**src/rtl/core/msgm_pkg.sv**
```systemverilog
`timescale 1ns / 1ps
// ----------------------------------------------------------------------------
// Multi-stream gain mixer package
// Shared widths, constants and the pipeline control type for the mixer.
// ----------------------------------------------------------------------------
package msgm_pkg;

    // Number of streams mixed and number of gain registers.
    localparam int STREAMS    = 8;
    localparam int GAIN_COUNT = 8;

    localparam int SAMPLE_W = 16;
    localparam int GAIN_W   = 7;
    localparam int PROD_W   = SAMPLE_W + GAIN_W + 1;
    // |sample * gain| is at most 32768 * 100, which fits in 22 bits.
    localparam int MAG_W    = 22;

    // Division by 100 as a multiplication by a rounded-up reciprocal.
    // The result is exact for every magnitude below 2^29 / 88.
    localparam int RECIP_SHIFT = 29;
    localparam int RECIP_W     = 23;
    localparam logic [RECIP_W-1:0] RECIP_M = RECIP_W'(5368710);
    localparam int MUL_W       = MAG_W + RECIP_W;
    localparam int QUOT_W      = 16;

    localparam int TERM_W = QUOT_W + 1;
    localparam int SUM_W  = TERM_W + $clog2(STREAMS);

    localparam logic [GAIN_W-1:0] GAIN_FULL = GAIN_W'(100);

    // Configuration port.
    localparam int ADDR_W = $clog2(GAIN_COUNT) + 2;
    localparam int DATA_W = 32;

    // Stage enables handed to each scaling lane.
    typedef struct packed {
        logic en1;
        logic en2;
    } t_stage_ctrl;

endpackage

```
**src/rtl/core/msgm_scale.sv**
```systemverilog
`timescale 1ns / 1ps
// ----------------------------------------------------------------------------
// Gain scaling lane
// Two pipeline stages: sample times gain, then division by 100 toward zero.
// ----------------------------------------------------------------------------
module msgm_scale (
    input  logic                                i_clk,
    input  msgm_pkg::t_stage_ctrl               i_ctrl,
    input  logic signed [msgm_pkg::SAMPLE_W-1:0] i_sample,
    input  logic        [msgm_pkg::GAIN_W-1:0]   i_gain,
    input  logic                                i_use,
    output logic signed [msgm_pkg::TERM_W-1:0]   o_term
);

    logic        [msgm_pkg::GAIN_W-1:0] w_gain;
    logic signed [msgm_pkg::PROD_W-1:0] n_prod;
    logic signed [msgm_pkg::PROD_W-1:0] r_prod;
    logic        [msgm_pkg::PROD_W-1:0] w_abs;
    logic        [msgm_pkg::MUL_W-1:0]  n_mul;
    logic        [msgm_pkg::QUOT_W-1:0] r_quot;
    logic                               r_neg;
    logic signed [msgm_pkg::TERM_W-1:0] w_quot;

    // Gains above full scale count as full scale.
    assign w_gain = (i_gain > msgm_pkg::GAIN_FULL) ? msgm_pkg::GAIN_FULL : i_gain;

    always_comb begin
        if (i_use) begin
            n_prod = msgm_pkg::PROD_W'(i_sample * $signed({1'b0, w_gain}));
        end else begin
            n_prod = '0;
        end
    end

    always_ff @(posedge i_clk) begin
        if (i_ctrl.en1) begin
            r_prod <= n_prod;
        end
    end

    assign w_abs = r_prod[msgm_pkg::PROD_W-1] ? msgm_pkg::PROD_W'(-r_prod)
                                              : msgm_pkg::PROD_W'(r_prod);
    assign n_mul = msgm_pkg::MUL_W'(w_abs[msgm_pkg::MAG_W-1:0])
                 * msgm_pkg::MUL_W'(msgm_pkg::RECIP_M);

    always_ff @(posedge i_clk) begin
        if (i_ctrl.en2) begin
            r_quot <= n_mul[msgm_pkg::RECIP_SHIFT +: msgm_pkg::QUOT_W];
            r_neg  <= r_prod[msgm_pkg::PROD_W-1];
        end
    end

    assign w_quot = $signed({1'b0, r_quot});
    assign o_term = r_neg ? -w_quot : w_quot;

endmodule

```
**config.mk**
```make
export PLATFORM = sky130hd
export DESIGN_NAME = msgm_scale
export DESIGN_NICKNAME = d
export VERILOG_FILES = /design/src/rtl/core/msgm_pkg.sv /design/src/rtl/core/msgm_scale.sv
export SDC_FILE = /design/constraint.sdc
export NUM_CORES = 1
export LEC_CHECK = 0
export ABC_AREA = 1
export BUFFER_PORTS_ARGS = -buffer_cell sky130_fd_sc_hd__buf_2
export CAP_MARGIN = 20
export CORE_AREA = 3 3 222 224
export DETAILED_ROUTE_END_ITERATION = 12
export DIE_AREA = 0 0 225 227
export SYNTH_ARGS = -nofsm -noshare
export SYNTH_HDL_FRONTEND = slang
export SYNTH_SLANG_ARGS = --single-unit
```
**constraint.sdc**
```tcl
create_clock -name i_clk -period 13.3 [get_ports i_clk]
set_input_delay 1.995 -clock i_clk [delete_from_list [all_inputs] [get_ports i_clk]]
set_output_delay 1.995 -clock i_clk [all_outputs]
set_load 0.01 [all_outputs]
```
==> results of run 1 <==
-- routing by layer --
layer  up-vias  wire length, µm  global-route usage (%)
met3        54             1680                    1.32
met2       300            20200                    30.7
li1       6454                -                       -
met1      6261            18400                    22.0
met4         0             1120                    4.49
met5         -                0                       0
-- cell type report --
type                    instances  area share (%)
clock buffers                   5           0.710
inverters                     642            13.7
flip-flops and latches         40            6.82
repair buffers                 46            1.35
well taps                     615            4.37
clock inverters                 3           0.107
multi-input cells            1439            73.0
-- cell usage in the layout (no fill, tap or decap), drive strengths merged --
master  instances
and3            2
o21ai          59
a21o            2
nor4            3
o21a            4
nand3          46
nor2          185
ha            277
a21oi          78
xnor2          10
and2            1
a31o            2
buf            46
nand4          20
inv           639
or2             7
a31oi           4
clkbuf          5
nand2         417
o21bai          8
fa            260
a21boi          2
nand3b          4
xor2           32
clkinv          6
nor3           16
edfxtp         40
-- per-stage QoR --
stage	setup slack, ps	hold WS [ps]	cell area (µm²)	instances	utilization, %
2_1_floorplan	6640	444	16500	2137	-
3_3_place_gp	6080	787	17500	2782	36.8
3_5_place_dp	5980	789	17500	2782	36.8
4_1_cts	5970	797	17600	2790	37.1
5_1_grt	5500	836	17600	2790	37.1
6_report	5920	796	17600	2790	37.1
-- state kept, by name (all words and copies together), names as in the netlist --
register and cells:
r_neg 1, r_quot 16, r_prod 23
-- cells by family after synthesis --
logic type	count (synthesis)
AO/OA/AOI/OAI	159
XOR/XNOR	42
adder cells (fa/ha/maj)	537
buffers and inverters	658
flip-flops	40
AND/OR/NAND/NOR	701
-- cell usage after synthesis, types with 5 or more instances --
library cell / instances
nand2_1: 407
o21bai_1: 8
nor2_2: 8
a21oi_1: 78
nand3_1: 43
inv_2: 13
ha_1: 277
nand2_2: 9
nor3_1: 15
edfxtp_1: 40
buf_2: 5
nand4_1: 20
xor2_1: 26
xnor2_1: 9
nor2_1: 176
fa_1: 260
clkbuf_1: 10
or2_2: 5
inv_1: 626
o21ai_0: 55
-- final timing paths --
kind | endpoint | slack, ps
worst max register to register | r_quot[5] | 5920
worst min-delay path | r_neg | 800
worst max-delay path | r_quot[5] | 5920
worst min register to register | r_neg | 800
==> impl_metrics.ini, run 1 <==
[final_layout]
synthToLayoutAreaGrowth_pct = 6.54
regArea_mm2 = 0.00120
final_nets = 2738
n_fill_cell = 4872
layout-drive-gt1-share_pct = 4.83
multi_input_area_mm2 = 0.0129
antennaDiodeCount = 0

[worst_setup_path]
max_stage_delay_ps = 730
r2r-start = r_prod[0]
worstPathMaxFanout = 8
critPathTopFamily = adder cells
crit_slowest_cell = xor2_1
crit_start = r_prod[0]
critPathRequiredTime_ps = 13360
crit_cells = 29
reg2reg_depth = 29
criticalPathCategory = reg2reg
cp_num_buf_inv = 7
cp.arrival_ps = 7440
cp-end-kind = flop
start_kind = flop

[drt]
antenna_left = 0
wl_per_cell_um = 14.8
vias_per_cell = 4.68
totalWireLength_mm = 41.4
drc = 0
firstDrtPassIters = 5
drtIter0Drc = 663
num_vias = 13100

[global_routing]
gr-usage-all-layers_pct = 17.0
overflow = 0
grt_pass1_vias = 13900
grt_max_degree = 24
antenna_found_initial = 0
grt_pass1_wl_mm = 69.3

[sta]
slew_viol_final = 0
tns_ps = 0
min_period_over_period_pct = 55.5
fin_skew_ps = 6.02
setup_viol = 0
rsz0062_at_grt = false
fin_crit_ps = 7380
timing.slew.headroom_pct = 30.6
final_hold_viol_count = 0
fmax_mhz = 136
worstMarginPinSlew_ps = 1030

[clock_network]
cts_buffers = 5
cts_tree = done
clockBufferDepth = 2
h-tree-depth = 2
cts_num_sinks = 40
clkLatencyLatePin_ps = 300
clk_pin_slew_ps = 70
post_cts_buffers = 0
cts_root_buf = clkbuf_16
ctsHoldBuffers = 0
cts_resized = 0

[place]
numPortBuffers = 43
dpl.hpwl_mm = 37.5
place.gp.congestion = 0.960

[logic_synthesis]
synth_top_family_by_area = adder cells
synthSimpleGateAreaFrac_pct = 17.5
synthCells = 2137
synth-xor-area-share_pct = 2.68
synth.area.mux_share_pct = 0
synthAdderAreaFrac_pct = 52.4
synth_area_mm2 = 0.0165
syn-num-nets = 2701
synth_edf_count = 40
synth_top_area_share_pct = 31.5
ys_types = 42
synth_area_leaders = fa_1 31%, ha_1 21%, inv_1 14%
synth.avg_cell_area_um2 = 7.74
synth_top_cell_by_area = fa_1
ys_ff_latch = 40
synth_compound_area_share_pct = 5.15
ys.flop_type = edfxtp_1
ys_seq_area_share_pct = 7.26
ys_async_sr_fraction_pct = 0
yosysWarnings = 0

[run]
cap_violations = 0

[floorplanning]
dieWidth_um = 225
io_pins = 44
die_h_um = 227
core_area_mm2 = 0.0475
start_util_pct = 34.8
die_area_mm2 = 0.0511
num_rows = 80

[min_path]
worstHoldStart = r_prod[23]
hold_depth = 1
min_path_type = reg2reg

[run_status]
outcome = finished, final reports clean
Power of run 1 is not shown: default switching activity piles up to over one toggle a cycle in this logic, so the estimate is an artifact.
==> run 2: changes to the inputs <==
--- a/config.mk
+++ b/config.mk
@@ -5,12 +5,12 @@
 export SDC_FILE = /design/constraint.sdc
 export NUM_CORES = 1
 export LEC_CHECK = 0
-export ABC_AREA = 1
+export ABC_AREA = 0
 export BUFFER_PORTS_ARGS = -buffer_cell sky130_fd_sc_hd__buf_2
 export CAP_MARGIN = 20
-export CORE_AREA = 3 3 222 224
+export CORE_AREA = 3 3 213 215
 export DETAILED_ROUTE_END_ITERATION = 12
-export DIE_AREA = 0 0 225 227
+export DIE_AREA = 0 0 216 218
 export SYNTH_ARGS = -nofsm -noshare
 export SYNTH_HDL_FRONTEND = slang
 export SYNTH_SLANG_ARGS = --single-unit
==> constraint.sdc (replaced) <==
create_clock -name i_clk -period 6.3 [get_ports i_clk]
set_input_delay 0.945 -clock i_clk [delete_from_list [all_inputs] [get_ports i_clk]]
set_output_delay 0.945 -clock i_clk [all_outputs]
set_load 0.01 [all_outputs]
==> impl_metrics.ini, run 2 <==
[global_routing]
grt_pass1_vias = 12400
grt_pass1_wl_mm = 61.3
grt_max_degree = 31
antenna_found_initial = 2
gr-usage-all-layers_pct = 16.0
overflow = 0

[clock_network]
clk_pin_slew_ps = 60
clockBufferDepth = 2
clkLatencyLatePin_ps = 300
cts_buffers = 5
h-tree-depth = 2
cts_num_sinks = 40
cts_root_buf = clkbuf_16
cts_tree = done

[floorplanning]
dieWidth_um = 216
die_area_mm2 = 0.0471
io_pins = 44
die_h_um = 218
core_area_mm2 = 0.0439
num_rows = 77
start_util_pct = 34.8

[run]
cap_violations = 0

[worst_setup_path]
worstPathMaxFanout = 3
cp-end-kind = flop
crit_end = r_quot[7]
cp.arrival_ps = 7180
start_kind = flop
r2r_slack_ps = -830
reg2reg_depth = 28
r2r-end = r_quot[7]
max_stage_delay_ps = 540
crit_slowest_cell = fa_1
timing.critical_path.mode_cell = fa_1
r2r-start = r_prod[7]
critPathRequiredTime_ps = 6350
crit_start = r_prod[7]
criticalPathCategory = reg2reg

[logic_synthesis]
synthTopCellsByCount = 445 x inv_1, 277 x ha_1, 260 x fa_1
ys.flop_type = edfxtp_1
synthSimpleGateAreaFrac_pct = 10.7
synth_area_leaders = fa_1 34%, ha_1 23%, inv_1 11%
synth_top_family_by_area = adder cells
syn-num-nets = 2195
ys_ff_latch = 40
synth.avg_cell_area_um2 = 9.37
ys_types = 66
synth_top_cell_by_area = fa_1
ys_seq_area_share_pct = 7.86
synth_edf_count = 40
synth-xor-area-share_pct = 4.81
synthAdderAreaFrac_pct = 56.8
synth_compound_area_share_pct = 7.91
synth_area_mm2 = 0.0153
synthCells = 1631
yosysWarnings = 0
ys_async_sr_fraction_pct = 0
synth.area.mux_share_pct = 0.131
yosysMostFrequentCell = inv_1
synth_top_area_share_pct = 34.1

[sta]
fin_skew_ps = 2.86
min_period_over_period_pct = 113
rsz0062_at_grt = true
fin_ws_ps = -832
worstMarginPinSlew_ps = 482
fmax_mhz = 140
setup_viol = 16
fin_crit_ps = 7130
final_hold_viol_count = 0
timing.slew.headroom_pct = 67.7
tns_ps = -11240
slew_viol_final = 0

[run_status]
outcome = complete, but fails checks
failed_checks = negative setup slack

[final_layout]
largest-register = r_prod
n_fill_cell = 4232
layout-drive-gt1-share_pct = 23.9
largest_reg_flops = 23
final_nets = 2481
mostFrequentLayoutCells = 429 x inv_1, 253 x fa_1, 244 x buf_4
synthToLayoutAreaGrowth_pct = 26.2
reg.largest.list = r_prod (23), r_quot (16), r_neg (1)
layout_commonest_cell = inv_1

[drt]
drtIter0Drc = 429
totalWireLength_mm = 36.7
num_vias = 11500
antenna_left = 0
drc = 0
wl_per_cell_um = 14.6
firstDrtPassIters = 7
vias_per_cell = 4.58

[place]
place.gp.congestion = 0.885
numPortBuffers = 43
dpl.hpwl_mm = 32.8

[min_path]
min_path_type = reg2reg
## run 2: cell type report
type	count	area (µm²)	share of cell area (%)
multi-input cells	1121	13200	68.7
repair buffers	303	2260	11.7
inverters	446	1680	8.70
flip-flops and latches	40	1200	6.23
well taps	592	741	3.84
clock buffers	5	125	0.649
clock inverters	3	18.8	0.0974
diodes	1	2.50	0.0130
## run 2: worst min-delay path by stage
stage                    start  endpoint  slack, ps  depth (start not counted)
finish              r_prod[23]     r_neg        790                          1
floorplan           r_prod[23]     r_neg        420                          0
global route        r_prod[23]     r_neg        820                          1
CTS                 r_prod[23]     r_neg        810                          1
detailed placement  r_prod[23]     r_neg        790                          1
global placement    r_prod[23]     r_neg        770                          1
## run 2: logic make-up after synthesis
logic type,Yosys count
fa+ha+maj,537
buf+inv,470
simple gates,317
compound gates,182
xor+xnor,83
flops,40
mux,2
## run 2: worst max-delay path, delay by kind of cell, from the launching register on
family / cells / cell delay, ps
buf+inv: 7 / 670
compound gates: 4 / 780
fa+ha+maj: 8 / 3610
xor+xnor: 2 / 340
flops: 1 / 430
simple gates: 7 / 1030
## run 2: per-layer routing
layer	part of all wire, %	vias to the layer above	track usage, %
met5	0	-	0
met4	1.5	0	3.00
met3	2.4	29	1.30
met2	51	116	29.1
met1	45	5656	21.2
li1	-	5703	-
## run 2: per-stage QoR
stage | instance area (µm²) | setup WS, ps | hold WS [ps] | std cells | utilization, %
2_1_floorplan | 15700 | -586 | 421 | 1631 | -
3_3_place_gp | 18300 | -770 | 774 | 2467 | 41.6
3_5_place_dp | 18300 | -958 | 794 | 2467 | 41.6
4_1_cts | 18800 | -866 | 805 | 2495 | 42.9
5_1_grt | 19300 | -1150 | 822 | 2510 | 43.9
6_report | 19300 | -832 | 787 | 2511 | 43.9
## run 2: repair_timing
action	in CTS	in global routing
setup endpoints to repair	16	16
buffers inserted	20	16
hold buffers	0	0
pin swaps	31	61
resized for setup	51	52
Power of run 2 is left out for the same reason.
==> run 3: changes to the inputs <==
--- a/config.mk
+++ b/config.mk
@@ -8,9 +8,10 @@
 export ABC_AREA = 0
 export BUFFER_PORTS_ARGS = -buffer_cell sky130_fd_sc_hd__buf_2
 export CAP_MARGIN = 20
-export CORE_AREA = 3 3 213 215
+export CORE_AREA = 3 3 179 181
 export DETAILED_ROUTE_END_ITERATION = 12
-export DIE_AREA = 0 0 216 218
+export DIE_AREA = 0 0 182 184
+export PLACE_DENSITY = 0.75
 export SYNTH_ARGS = -nofsm -noshare
 export SYNTH_HDL_FRONTEND = slang
 export SYNTH_SLANG_ARGS = --single-unit
==> impl_metrics.ini, run 3 (synthesis results as in run 2) <==
[run_status]
outcome = complete, but fails checks
failed_checks = negative setup slack

[worst_setup_path]
worstPathMaxFanout = 5
max_stage_delay_ps = 550
start_kind = flop
critPathTopFamily = adder cells
r2r-end = r_quot[12]
cp.arrival_ps = 7360
criticalPathCategory = reg2reg
reg2reg_depth = 27
critPathRequiredTime_ps = 6350
r2r-start = r_prod[7]
cp-end-kind = flop
r2r_slack_ps = -1010
crit_slowest_cell = fa_2
cp_num_buf_inv = 7

[sta]
timing.slew.headroom_pct = 52.1
final_hold_viol_count = 0
min_period_over_period_pct = 116
worstMarginPinSlew_ps = 711
rsz0062_at_grt = true
setup_viol = 16
fin_skew_ps = 4.47
fin_crit_ps = 7310
fin_ws_ps = -1010
fmax_mhz = 137
slew_viol_final = 0

[min_path]
whs_endpoint = r_neg
min_path_type = reg2reg
hold_depth = 2
worstHoldStart = r_prod[23]

[place]
dp.cells = 2267
numPortBuffers = 43
dpl.hpwl_mm = 32.5
placed_cell_area_mm2 = 0.0180
place.gp.congestion = 0.918

[drt]
wl_per_cell_um = 16.7
firstDrtPassIters = 5
drtIter0Drc = 496
antenna_left = 0
drc = 0
vias_per_cell = 5.18
num_vias = 12000
totalWireLength_mm = 38.7

[floorplanning]
dieWidth_um = 182
die_area_mm2 = 0.0335
core_area_mm2 = 0.0306
io_pins = 44
start_util_pct = 49.9
die_h_um = 184
num_rows = 64

[final_layout]
synthToLayoutAreaGrowth_pct = 25.2
layout_commonest_cell = inv_1
reg.largest.list = r_prod (23), r_quot (16), r_neg (1)
largest-register = r_prod
largest_reg_flops = 23
layout-drive-gt1-share_pct = 25.0
final_nets = 2478
n_fill_cell = 2365
mostFrequentLayoutCells = 418 x inv_1, 249 x fa_1, 240 x ha_1, 240 x buf_4, 76 x nand2_1
stdcell_count = 2311
design_area_mm2 = 0.0191
antennaDiodeCount = 0
fin_util_pct = 62.5

[clock_network]
cts_root_buf = clkbuf_16
ctsHoldBuffers = 0
clkLatencyLatePin_ps = 300
cts_num_sinks = 40
clk_pin_slew_ps = 60
cts_buffers = 5
cts_tree = done
clockBufferDepth = 2
h-tree-depth = 2

[run]
cap_violations = 0

[global_routing]
antenna_found_initial = 0
grt_pass1_vias = 12900
grt_pass1_wl_mm = 62.2
grt_max_degree = 31
overflow = 0
gr-usage-all-layers_pct = 22.7
-- run 3: cell types whose count changed in the layout (fill, tap and decap cells not counted), sizes merged --
| cell | change |
|---|---|
| inv | -1 |
| clkinvlp | +1 |
| buf | -3 |
| diode | -1 |
-- run 3: routing by layer --
| layer | GRT usage, % | vias up | wire length, µm | share of wire (%) |
|---|---|---|---|---|
| met5 | 0 | - | 0 | 0 |
| met4 | 6.70 | 0 | 1050 | 2.7 |
| met3 | 2.49 | 65 | 1330 | 3.4 |
| met2 | 42.0 | 257 | 20100 | 52 |
| met1 | 28.0 | 5972 | 16200 | 42 |
| li1 | - | 5682 | - | - |
-- run 3: how the worst max path moves through the flow --
stage | startpoint | cells after the start | to | slack [ps]
after detailed placement | r_prod[7] | 25 | r_quot[13] | -860
after global placement | r_prod[7] | 26 | r_quot[12] | -750
final | r_prod[7] | 27 | r_quot[12] | -1010
after floorplan | r_prod[5] | 25 | r_quot[15] | -590
after CTS | r_prod[9] | 24 | r_quot[15] | -810
after global routing | r_prod[7] | 26 | r_quot[15] | -1230
-- run 3: cell type report --
| type | count | area, µm² | area share, % |
|---|---|---|---|
| well taps | 396 | 495 | 2.59 |
| repair buffers | 300 | 2240 | 11.7 |
| clock buffers | 5 | 125 | 0.654 |
| flip-flops and latches | 40 | 1200 | 6.28 |
| clock inverters | 3 | 18.8 | 0.0981 |
| multi-input cells | 1121 | 13400 | 69.9 |
| inverters | 446 | 1680 | 8.78 |
-- run 3: stage by stage --
step                      worst slack [ps]  setup TNS [ps]  hold slack, ps
final                                -1010          -12210            1040
after global routing                 -1230          -16180            1050
after CTS                             -814          -10160            1020
after detailed placement              -865          -11210             976
after global placement                -750           -9430             971
after floorplan                       -586           -5990             421
-- run 3: tightest hold or removal path, stage by stage, from the launching register on --
cell	delay [ps]
edfxtp_1	380
buf_4	240
buf_4	270
-- run 3: timing repair --
action / CTS / global route
pin swaps: 58 / 77
gates resized for setup: 64 / 67
buffers inserted: 24 / 13
endpoints found under the setup margin: 16 / 16
cloned: 0 / 0
Power of run 3 is left out for the same reason.
